$ cat src/rtl/core/hdlc_bit_destuff_crc32_deframer_unit_assert.svh
// assertion macros shared by the deframer rtl
`ifndef HDLC_BIT_DESTUFF_CRC32_DEFRAMER_UNIT_ASSERT_SVH
`define HDLC_BIT_DESTUFF_CRC32_DEFRAMER_UNIT_ASSERT_SVH

// condition and consequence in the same cycle
`define HDLCD_ASSERT_SAME(lbl, ante, cons, msg) \
  lbl: assert property (@(posedge clk) disable iff (!rst_n) (ante) |-> (cons)) \
    else $error(msg);

// consequence in the cycle after the condition
`define HDLCD_ASSERT_NEXT(lbl, ante, cons, msg) \
  lbl: assert property (@(posedge clk) disable iff (!rst_n) (ante) |=> (cons)) \
    else $error(msg);

`endif

$ cat src/rtl/core/hdlcd_pkg.sv
// shared types, constants and the crc byte update for the hdlc deframer
package hdlcd_pkg;

  localparam int          MAX_PAYLOAD_DEF = 32;
  localparam int          LEN_W           = 6;
  localparam int          BYTE_W          = 8;
  localparam int          IDX_W           = 5;
  localparam int          STATUS_W        = 3;
  localparam int          LAG_DEPTH       = 8;
  localparam int          RUN_LIMIT       = 5;
  localparam int          CRC_BYTES       = 4;
  localparam int          LEN_LIMIT       = (1 << LEN_W) - 1;
  localparam logic [LEN_W-1:0]  LEN_RESET = LEN_W'(12);
  localparam logic [BYTE_W-1:0] FLAG_PAT  = 8'h7E;
  localparam logic [31:0] CRC_POLY        = 32'hEDB88320;
  localparam logic [31:0] CRC_INIT        = 32'hFFFFFFFF;

  // frame status codes
  typedef enum logic [STATUS_W-1:0] {
    ST_OK       = 3'd0,
    ST_NO_OPEN  = 3'd1,
    ST_NO_CLOSE = 3'd2,
    ST_EMPTY    = 3'd3,
    ST_STUFF    = 3'd4,
    ST_SHORT    = 3'd5,
    ST_CRC      = 3'd6
  } status_t;

  // payload byte write from the bit engine
  typedef struct packed {
    logic              en;
    logic [BYTE_W-1:0] data;
  } store_t;

  // reflected crc-32 over one byte, lsb first
  function automatic logic [31:0] crc32_byte(input logic [31:0] crc,
                                             input logic [BYTE_W-1:0] data);
    logic [31:0] c;
    c = crc ^ {24'd0, data};
    for (int k = 0; k < BYTE_W; k++) begin
      c = c[0] ? ((c >> 1) ^ CRC_POLY) : (c >> 1);
    end
    return c;
  endfunction

endpackage

$ cat src/rtl/core/hdlcd_ram.sv
// generic single write port, single read port ram with registered read
module hdlcd_ram #(
  parameter int WIDTH = 8,
  parameter int DEPTH = 32,
  localparam int AW = (DEPTH > 1) ? $clog2(DEPTH) : 1
) (
  input  logic             clk,
  input  logic             wr_en,
  input  logic [AW-1:0]    wr_addr,
  input  logic [WIDTH-1:0] wr_data,
  input  logic             rd_en,
  input  logic [AW-1:0]    rd_addr,
  output logic [WIDTH-1:0] rd_data
);

  logic [WIDTH-1:0] mem [DEPTH];
  logic [WIDTH-1:0] rd_data_r;

  // write port
  always_ff @(posedge clk) begin
    if (wr_en) begin
      mem[wr_addr] <= wr_data;
    end
  end

  // registered read port
  always_ff @(posedge clk) begin
    if (rd_en) begin
      rd_data_r <= mem[rd_addr];
    end
  end

  assign rd_data = rd_data_r;

endmodule

$ cat src/rtl/core/hdlcd_bit_engine.sv
// one bit per step: flag hunt, 8-bit lag, zero-bit destuffer, byte assembly and crc
module hdlcd_bit_engine import hdlcd_pkg::*; #(
  parameter int MAX_PAYLOAD = MAX_PAYLOAD_DEF,
  localparam int MAX_LEN = (MAX_PAYLOAD < LEN_LIMIT) ? MAX_PAYLOAD : LEN_LIMIT,
  localparam int BCNT_W  = $clog2((MAX_LEN + CRC_BYTES) * BYTE_W + 1),
  localparam int BIDX_W  = BCNT_W - 3,
  localparam int ADDR_W  = (MAX_PAYLOAD > 1) ? $clog2(MAX_PAYLOAD) : 1
) (
  input  logic              clk,
  input  logic              rst_n,
  input  logic              step,
  input  logic              bit_in,
  input  logic              clr,
  input  logic [LEN_W-1:0]  len,
  output store_t            store,
  output logic [ADDR_W-1:0] store_addr,
  output status_t           status
);

  typedef enum logic [2:0] {
    PH_SEEK   = 3'b001,
    PH_IN     = 3'b010,
    PH_CLOSED = 3'b100
  } phase_t;

  phase_t              phase_r, phase_nxt;
  logic [BYTE_W-1:0]   flag_r, flag_nxt;
  logic [BYTE_W-1:0]   lag_r, lag_nxt;
  logic [3:0]          lag_cnt_r, lag_cnt_nxt;
  logic [2:0]          ones_r, ones_nxt;
  logic [BCNT_W-1:0]   cnt_r, cnt_nxt;
  logic [BYTE_W-1:0]   asm_r, asm_nxt;
  logic [31:0]         crc_r, crc_nxt;
  logic [31:0]         crc_rx_r, crc_rx_nxt;
  logic                err_r, err_nxt;

  logic [BYTE_W-1:0]   fs;
  logic                dbit;
  logic [BCNT_W-1:0]   cnt_inc;
  logic [BIDX_W-1:0]   idx;
  logic [BYTE_W-1:0]   asm_new;
  logic [BCNT_W-1:0]   want;

  // bits expected in the frame: payload plus crc bytes
  assign want    = BCNT_W'({(LEN_W + 1)'(len) + (LEN_W + 1)'(CRC_BYTES), 3'b000});
  assign fs      = {flag_r[BYTE_W-2:0], bit_in};
  assign dbit    = lag_r[BYTE_W-1];
  assign cnt_inc = cnt_r + BCNT_W'(1);
  assign idx     = cnt_inc[BCNT_W-1:3] - BIDX_W'(1);
  assign asm_new = {asm_r[BYTE_W-2:0], dbit};

  // next state of one bit step
  always_comb begin
    phase_nxt   = phase_r;
    flag_nxt    = flag_r;
    lag_nxt     = lag_r;
    lag_cnt_nxt = lag_cnt_r;
    ones_nxt    = ones_r;
    cnt_nxt     = cnt_r;
    asm_nxt     = asm_r;
    crc_nxt     = crc_r;
    crc_rx_nxt  = crc_rx_r;
    err_nxt     = err_r;
    store       = '0;
    store_addr  = '0;
    if (clr) begin
      phase_nxt   = PH_SEEK;
      flag_nxt    = '0;
      lag_nxt     = '0;
      lag_cnt_nxt = '0;
      ones_nxt    = '0;
      cnt_nxt     = '0;
      asm_nxt     = '0;
      crc_nxt     = CRC_INIT;
      crc_rx_nxt  = '0;
      err_nxt     = 1'b0;
    end else if (step) begin
      case (phase_r)
        PH_SEEK: begin
          if (fs == FLAG_PAT) begin
            phase_nxt = PH_IN;
            flag_nxt  = '0;
          end else begin
            flag_nxt = fs;
          end
        end
        PH_IN: begin
          flag_nxt = fs;
          if (lag_cnt_r == 4'(LAG_DEPTH)) begin
            // destuffer sees the bit leaving the lag
            if (!err_r && (cnt_r < want)) begin
              if (ones_r == 3'(RUN_LIMIT)) begin
                if (dbit) begin
                  err_nxt = 1'b1;
                end else begin
                  ones_nxt = '0;
                end
              end else begin
                asm_nxt  = asm_new;
                cnt_nxt  = cnt_inc;
                ones_nxt = dbit ? (ones_r + 3'd1) : 3'd0;
                if (cnt_inc[2:0] == 3'd0) begin
                  if ((LEN_W + 1)'(idx) < (LEN_W + 1)'(len)) begin
                    store.en   = 1'b1;
                    store.data = asm_new;
                    store_addr = ADDR_W'(idx);
                    crc_nxt    = crc32_byte(crc_r, asm_new);
                  end else begin
                    crc_rx_nxt = {asm_new, crc_rx_r[31:BYTE_W]};
                  end
                end
              end
            end
          end else begin
            lag_cnt_nxt = lag_cnt_r + 4'd1;
          end
          lag_nxt = {lag_r[BYTE_W-2:0], bit_in};
          if (fs == FLAG_PAT) begin
            phase_nxt = PH_CLOSED;
          end
        end
        PH_CLOSED: begin
        end
        default: begin
          phase_nxt = PH_SEEK;
        end
      endcase
    end
  end

  // frame verdict from the current state
  always_comb begin
    if (len == '0) begin
      status = ST_SHORT;
    end else if (phase_r == PH_SEEK) begin
      status = ST_NO_OPEN;
    end else if (phase_r == PH_IN) begin
      status = ST_NO_CLOSE;
    end else if (cnt_r == '0) begin
      status = ST_EMPTY;
    end else if (err_r) begin
      status = ST_STUFF;
    end else if (cnt_r < want) begin
      status = ST_SHORT;
    end else if (~crc_r != crc_rx_r) begin
      status = ST_CRC;
    end else begin
      status = ST_OK;
    end
  end

  // state registers
  always_ff @(posedge clk) begin
    if (!rst_n) begin
      phase_r   <= PH_SEEK;
      flag_r    <= '0;
      lag_r     <= '0;
      lag_cnt_r <= '0;
      ones_r    <= '0;
      cnt_r     <= '0;
      asm_r     <= '0;
      crc_r     <= CRC_INIT;
      crc_rx_r  <= '0;
      err_r     <= 1'b0;
    end else begin
      phase_r   <= phase_nxt;
      flag_r    <= flag_nxt;
      lag_r     <= lag_nxt;
      lag_cnt_r <= lag_cnt_nxt;
      ones_r    <= ones_nxt;
      cnt_r     <= cnt_nxt;
      asm_r     <= asm_nxt;
      crc_r     <= crc_nxt;
      crc_rx_r  <= crc_rx_nxt;
      err_r     <= err_nxt;
    end
  end

endmodule

$ cat src/rtl/core/hdlc_bit_destuff_crc32_deframer_unit.sv
// top level of the hdlc deframer: input sequencer, payload ram, result output
//
//   channel  | handshake               | payload
//   ---------+-------------------------+------------------------------------------
//   in       | in_valid / in_ready     | in_rx_byte, in_last_byte
//   out      | out_valid / out_ready   | out_payload_byte, out_byte_index,
//            |                         | out_status, out_last_result
//   cfg      | cfg_wr_en               | cfg_wr_data (payload length)
//
// each input beat has an accept cycle, then 8 bit steps through the shared engine
// a last beat adds a verdict step; each payload result then goes through ram read, output load
// and handoff, which an out stall can hold; an error gives a single result
// rst_n is synchronous; the payload ram needs no clearing pass
// in_ready is high only while the sequencer is idle and no result is pending
`include "hdlc_bit_destuff_crc32_deframer_unit_assert.svh"

module hdlc_bit_destuff_crc32_deframer_unit import hdlcd_pkg::*; #(
  parameter int MAX_PAYLOAD = MAX_PAYLOAD_DEF
) (
  input  logic                clk,
  input  logic                rst_n,
  input  logic                in_valid,
  output logic                in_ready,
  input  logic [BYTE_W-1:0]   in_rx_byte,
  input  logic                in_last_byte,
  output logic                out_valid,
  input  logic                out_ready,
  output logic [BYTE_W-1:0]   out_payload_byte,
  output logic [IDX_W-1:0]    out_byte_index,
  output logic [STATUS_W-1:0] out_status,
  output logic                out_last_result,
  input  logic                cfg_wr_en,
  input  logic [LEN_W-1:0]    cfg_wr_data
);

  localparam int MAX_LEN = (MAX_PAYLOAD < LEN_LIMIT) ? MAX_PAYLOAD : LEN_LIMIT;
  localparam int ADDR_W  = (MAX_PAYLOAD > 1) ? $clog2(MAX_PAYLOAD) : 1;
  localparam logic [2:0] BIT_LAST = 3'(BYTE_W - 1);

  typedef enum logic [5:0] {
    S_IDLE   = 6'b000001,
    S_BITS   = 6'b000010,
    S_DECIDE = 6'b000100,
    S_RD     = 6'b001000,
    S_LOAD   = 6'b010000,
    S_WAIT   = 6'b100000
  } seq_t;

  seq_t                state_r, state_nxt;
  logic [LEN_W-1:0]    len_r;
  logic [LEN_W-1:0]    len_eff;
  logic [BYTE_W-1:0]   shreg_r, shreg_nxt;
  logic                last_r, last_nxt;
  logic [2:0]          bit_cnt_r, bit_cnt_nxt;
  logic [LEN_W-1:0]    emit_idx_r, emit_idx_nxt;
  logic                out_valid_r, out_valid_nxt;
  logic [BYTE_W-1:0]   out_byte_r, out_byte_nxt;
  logic [IDX_W-1:0]    out_idx_r, out_idx_nxt;
  status_t             out_status_r, out_status_nxt;
  logic                out_last_r, out_last_nxt;

  logic                eng_step;
  logic                eng_clr;
  store_t              eng_store;
  logic [ADDR_W-1:0]   eng_addr;
  status_t             eng_status;
  logic                rd_en;
  logic [BYTE_W-1:0]   rd_data;
  logic                emit_is_last;

  // payload length register, saturated on use
  always_ff @(posedge clk) begin
    if (!rst_n) begin
      len_r <= LEN_RESET;
    end else if (cfg_wr_en) begin
      len_r <= cfg_wr_data;
    end
  end

  assign len_eff = (len_r > LEN_W'(MAX_LEN)) ? LEN_W'(MAX_LEN) : len_r;

  // shared bit engine
  hdlcd_bit_engine #(
    .MAX_PAYLOAD (MAX_PAYLOAD)
  ) u_engine (
    .clk        (clk),
    .rst_n      (rst_n),
    .step       (eng_step),
    .bit_in     (shreg_r[BYTE_W-1]),
    .clr        (eng_clr),
    .len        (len_eff),
    .store      (eng_store),
    .store_addr (eng_addr),
    .status     (eng_status)
  );

  // payload store
  hdlcd_ram #(
    .WIDTH (BYTE_W),
    .DEPTH (MAX_PAYLOAD)
  ) u_payload_ram (
    .clk     (clk),
    .wr_en   (eng_store.en),
    .wr_addr (eng_addr),
    .wr_data (eng_store.data),
    .rd_en   (rd_en),
    .rd_addr (ADDR_W'(emit_idx_r)),
    .rd_data (rd_data)
  );

  assign emit_is_last = (({1'b0, emit_idx_r} + (LEN_W + 1)'(1)) == {1'b0, len_eff});

  // sequencer
  always_comb begin
    state_nxt      = state_r;
    shreg_nxt      = shreg_r;
    last_nxt       = last_r;
    bit_cnt_nxt    = bit_cnt_r;
    emit_idx_nxt   = emit_idx_r;
    out_valid_nxt  = out_valid_r;
    out_byte_nxt   = out_byte_r;
    out_idx_nxt    = out_idx_r;
    out_status_nxt = out_status_r;
    out_last_nxt   = out_last_r;
    eng_step       = 1'b0;
    eng_clr        = 1'b0;
    rd_en          = 1'b0;
    case (state_r)
      S_IDLE: begin
        if (in_valid) begin
          shreg_nxt   = in_rx_byte;
          last_nxt    = in_last_byte;
          bit_cnt_nxt = '0;
          state_nxt   = S_BITS;
        end
      end
      S_BITS: begin
        eng_step    = 1'b1;
        shreg_nxt   = {shreg_r[BYTE_W-2:0], 1'b0};
        bit_cnt_nxt = bit_cnt_r + 3'd1;
        if (bit_cnt_r == BIT_LAST) begin
          state_nxt = last_r ? S_DECIDE : S_IDLE;
        end
      end
      S_DECIDE: begin
        if (eng_status != ST_OK) begin
          out_valid_nxt  = 1'b1;
          out_byte_nxt   = '0;
          out_idx_nxt    = '0;
          out_status_nxt = eng_status;
          out_last_nxt   = 1'b1;
          state_nxt      = S_WAIT;
        end else begin
          emit_idx_nxt = '0;
          state_nxt    = S_RD;
        end
      end
      S_RD: begin
        rd_en     = 1'b1;
        state_nxt = S_LOAD;
      end
      S_LOAD: begin
        out_valid_nxt  = 1'b1;
        out_byte_nxt   = rd_data;
        out_idx_nxt    = emit_idx_r[IDX_W-1:0];
        out_status_nxt = ST_OK;
        out_last_nxt   = emit_is_last;
        state_nxt      = S_WAIT;
      end
      S_WAIT: begin
        if (out_ready) begin
          out_valid_nxt = 1'b0;
          if (out_last_r) begin
            eng_clr   = 1'b1;
            state_nxt = S_IDLE;
          end else begin
            emit_idx_nxt = emit_idx_r + LEN_W'(1);
            state_nxt    = S_RD;
          end
        end
      end
      default: begin
        state_nxt = S_IDLE;
      end
    endcase
  end

  // control registers
  always_ff @(posedge clk) begin
    if (!rst_n) begin
      state_r     <= S_IDLE;
      bit_cnt_r   <= '0;
      emit_idx_r  <= '0;
      out_valid_r <= 1'b0;
      last_r      <= 1'b0;
      out_last_r  <= 1'b0;
    end else begin
      state_r     <= state_nxt;
      bit_cnt_r   <= bit_cnt_nxt;
      emit_idx_r  <= emit_idx_nxt;
      out_valid_r <= out_valid_nxt;
      last_r      <= last_nxt;
      out_last_r  <= out_last_nxt;
    end
  end

  // payload registers
  always_ff @(posedge clk) begin
    shreg_r      <= shreg_nxt;
    out_byte_r   <= out_byte_nxt;
    out_idx_r    <= out_idx_nxt;
    out_status_r <= out_status_nxt;
  end

  assign in_ready         = (state_r == S_IDLE);
  assign out_valid        = out_valid_r;
  assign out_payload_byte = out_byte_r;
  assign out_byte_index   = out_idx_r;
  assign out_status       = out_status_r;
  assign out_last_result  = out_last_r;

  // checks
  `HDLCD_ASSERT_SAME(a_ready_no_pending, in_ready, !out_valid, "input ready while a result waits")
  `HDLCD_ASSERT_NEXT(a_accept_starts_bits, in_valid && in_ready, state_r == S_BITS, "accepted beat did not start bit steps")
  `HDLCD_ASSERT_SAME(a_error_is_last, out_valid && (out_status_r != ST_OK), out_last_result, "error result not marked last")
  `HDLCD_ASSERT_NEXT(a_bits_end, (state_r == S_BITS) && (bit_cnt_r == BIT_LAST), state_r != S_BITS, "bit steps ran past one byte")

endmodule
$ cat config.mk
export PLATFORM = sky130hd
export DESIGN_NAME = hdlc_bit_destuff_crc32_deframer_unit
export DESIGN_NICKNAME = d
export VERILOG_FILES = /design/src/rtl/core/hdlcd_pkg.sv /design/src/rtl/core/hdlcd_ram.sv /design/src/rtl/core/hdlcd_bit_engine.sv /design/src/rtl/core/hdlc_bit_destuff_crc32_deframer_unit.sv
export VERILOG_INCLUDE_DIRS = /design/src /design/src/rtl/core
export SDC_FILE = /design/constraint.sdc
export NUM_CORES = 1
export LEC_CHECK = 0
export BUFFER_PORTS_ARGS = -buffer_cell sky130_fd_sc_hd__buf_2
export CORE_UTILIZATION = 57
export CTS_BUF_LIST = sky130_fd_sc_hd__clkbuf_4 sky130_fd_sc_hd__clkbuf_8 sky130_fd_sc_hd__clkbuf_16
export DETAILED_ROUTE_END_ITERATION = 8
export PLACE_DENSITY = 0.71
export SYNTH_ARGS = -nofsm -noshare
export SYNTH_HDL_FRONTEND = slang
export SYNTH_HIERARCHICAL = 1
export SYNTH_SLANG_ARGS = --single-unit
export TNS_END_PERCENT = 30
$ cat constraint.sdc
create_clock -name clk -period 13.2 [get_ports clk]
set_input_delay 2.64 -clock clk [delete_from_list [all_inputs] [get_ports clk]]
set_output_delay 2.64 -clock clk [all_outputs]
set_load 0.02 [all_outputs]
==> results.cfg <==
[floorplan]
rows = 65
die_x_um = 181
dieArea_um2 = 32700
start_util_pct = 57.8
coreArea_um2 = 31500
ioPinCount = 39
fp.dieH_um = 181

[finish]
antenna_cells = 0
nFillCells = 2315
final-seq-area_um2 = 11300
fin_cells = 1789
nNetsFinal = 1396
final_common_cell = edfxtp_1
fin_util_pct = 64.0
layout_common_cells = edfxtp_1, nand2_1, dfxtp_1
drive_above_1_share_pct = 18.6
multi_input_area_um2 = 6590
areaGrowthSynthToFinish_pct = 10.6

[power_and_ir_drop]
leakagePower_nw = 7.44
power_density_nw_per_um2 = 130
max-vdd-ir-drop_uv = 125
p_total_mw = 2.61

[synth]
ys_types = 73
avgSynthCellArea_um2 = 13.8
synth_edf_count = 288
yosysTopAreaCellShare_pct = 47.5
syn_area_um2 = 18200
ys.flop_type = edfxtp_1
yosysTopAreaCell = edfxtp_1
yosysWarnings = 6
synthAdderAreaFrac_pct = 1.64
yosysSeqAreaShare_pct = 61.8
synth-xor-area-share_pct = 6.73
synthTopCellsByArea = edfxtp_1, dfxtp_1, mux4_2
async_flop_share_pct = 0
synth_cells = 1324
synth_top_family_by_area = multiplexers
synth-compound-area-share_pct = 5.31
syn_nets = 1367
ys_ff_latch = 418
synthSimpleGateAreaFrac_pct = 10.3
synthMuxAreaShare_pct = 11.9

[timing]
period_needed_ps = 6190
finalHoldViolations = 0
max_freq_mhz = 161
clock_skew_ps = 26.3
setup_violations = 0
relSlewSlack_pct = 16.9
tns_ps = 0
slew_violations = 0
tightest_slew_ps = 1240
rsz0062_at_grt = false
finalCritPeriodShare_pct = 46.9

[drt]
wire_per_inst_um = 21.5
drtPass1Iterations = 5
vias = 10635
via_per_inst = 5.94
drc = 0
detail-route-antenna-nets = 0
drt_iter0_drc = 831
wirelength_mm = 38.4

[placed_design]
place_inst = 1711
dp_hpwl_mm = 24.3
place_congestion = 0.821
portBuffers = 38

[clock_network]
cts_buffers = 42
root_buffer = clkbuf_16
postCtsSetupBuffers = 0
ctsHoldBuffers = 0
cts_resized = 0
htree_levels = 2
clk_pin_slew_worst_paths_ps = 60
tritoncts = yes
insertion_delay_ps = 550
clock-sinks = 418
ctsLongestPathBuffers = 3

[hold_path]
hold_path.class = flip-flop to flip-flop
holdPathStages = 2
hold_start = u_engine/lag_r[3]$_SDFFE_PP0P_

[global_route]
overflow = 0
antenna_found_initial = 1
grt_max_degree = 75
grt_pass1_vias = 10435
grtUsageTotal_pct = 24.1
grt_pass1_wl_mm = 60.4

[worst_setup_path]
crit_path_max_fanout = 23
arrival_ps = 6360
cp-start-kind = flip-flop
path_class = flip-flop to flip-flop
r2r-start = state_r[2]$_SDFFE_PN0P_
required_ps = 13360
crit_start = state_r[2]$_SDFFE_PN0P_
end_kind = flip-flop
worstRegToRegCells = 11

[run]
maxCapViolCount = 0

[run_status]
outcome = finished, final reports clean
-- metal layers --
| layer | track usage, % | part of all wire (%) |
|---|---|---|
| met5 | 0 | 0.029 |
| met4 | 7.11 | 2.3 |
| met3 | 4.07 | 7.0 |
| met2 | 37.8 | 47 |
| met1 | 34.9 | 44 |
-- where the power goes --
part,leakage (nW),internal (mW),switching [mW]
sequential,4.33,1.39,0.00476
combinational,2.44,0.0182,0.0328
clock,0.674,0.669,0.492
-- synth_stat cells, types with 4 or more instances --
master	n
a21o_1	4
nand2_1	155
xnor2_1	105
nand3b_1	8
edfxtp_1	288
nor3b_1	14
mux2i_1	27
nor4_1	11
nor2b_1	17
or3_1	6
nor3_1	11
o21ai_0	18
xor2_1	18
mux4_2	80
nand2b_1	5
buf_4	8
o211ai_1	25
nand3_1	24
ha_1	23
and2_1	18
a22oi_1	11
buf_1	9
inv_1	24
nand4_1	11
clkbuf_1	38
xnor2_2	5
buf_2	14
mux2_2	9
dfxtp_1	130
and3_1	6
nor2_1	83
a21oi_1	62
-- cell families (layout without fill, tap and decap cells) --
logic type	after synthesis	count (layout)
and+or+nand+nor	387	387
DFF	418	418
adders and majority gates	24	24
muxes	116	116
xor gates and xnor gates	131	131
buffers and inverters	96	159
AOI/OAI and AO/OA	152	152
-- flip-flops by register name, summed over array words and instances (netlist names), 4 cells and up --
register / count
out_payload_byte: 8
emit_idx_r: 6
u_engine/crc_rx_r: 32
u_engine/lag_cnt_r: 4
out_byte_index: 5
u_engine/cnt_r: 9
u_payload_ram/mem: 256
u_engine/flag_r: 7
u_engine/asm_r: 7
shreg_r: 8
state_r: 6
u_payload_ram/rd_data: 8
u_engine/crc_r: 32
len_r: 6
u_engine/lag_r: 8
-- worst paths after layout --
check                                        to  slack (ps)
min              u_engine/lag_r[4]$_SDFFE_PP0P_         440
max reg2reg  u_payload_ram/mem[10][1]$_DFFE_PP_        7010
max          u_payload_ram/mem[10][1]$_DFFE_PP_        7010
min reg2reg      u_engine/lag_r[4]$_SDFFE_PP0P_         440
-- layout make-up --
type,instances,share of cell area [%]
inverter,25,0.466
timing repair buffer,56,1.62
tap,402,2.50
clock buffer,60,6.04
sequential,418,55.9
multi-input combinational,810,32.7
clock inverter,18,0.770
-- stage by stage --
step / hold slack, ps / setup WS (ps) / area, um^2
after detailed placement: 450 / 7100 / 18800
final: 444 / 7010 / 20100
after global routing: 472 / 6390 / 20100
after CTS: 448 / 7010 / 20100
after global placement: 442 / 7250 / 18800
after floorplan: 432 / 8270 / 18200
-- critical path, cell delays in order, from the launching register on --
cell	delay, ps
dfxtp_1	380
nor4b_1	400
nand2_1	350
inv_2	330
nand4bb_1	430
nor2_1	310
o2111ai_2	630
nor2_1	290
nand3_1	560
nor3b_1	1020
or3b_2	570
nor2_1	560
Power figures use the tool's default switching activity.
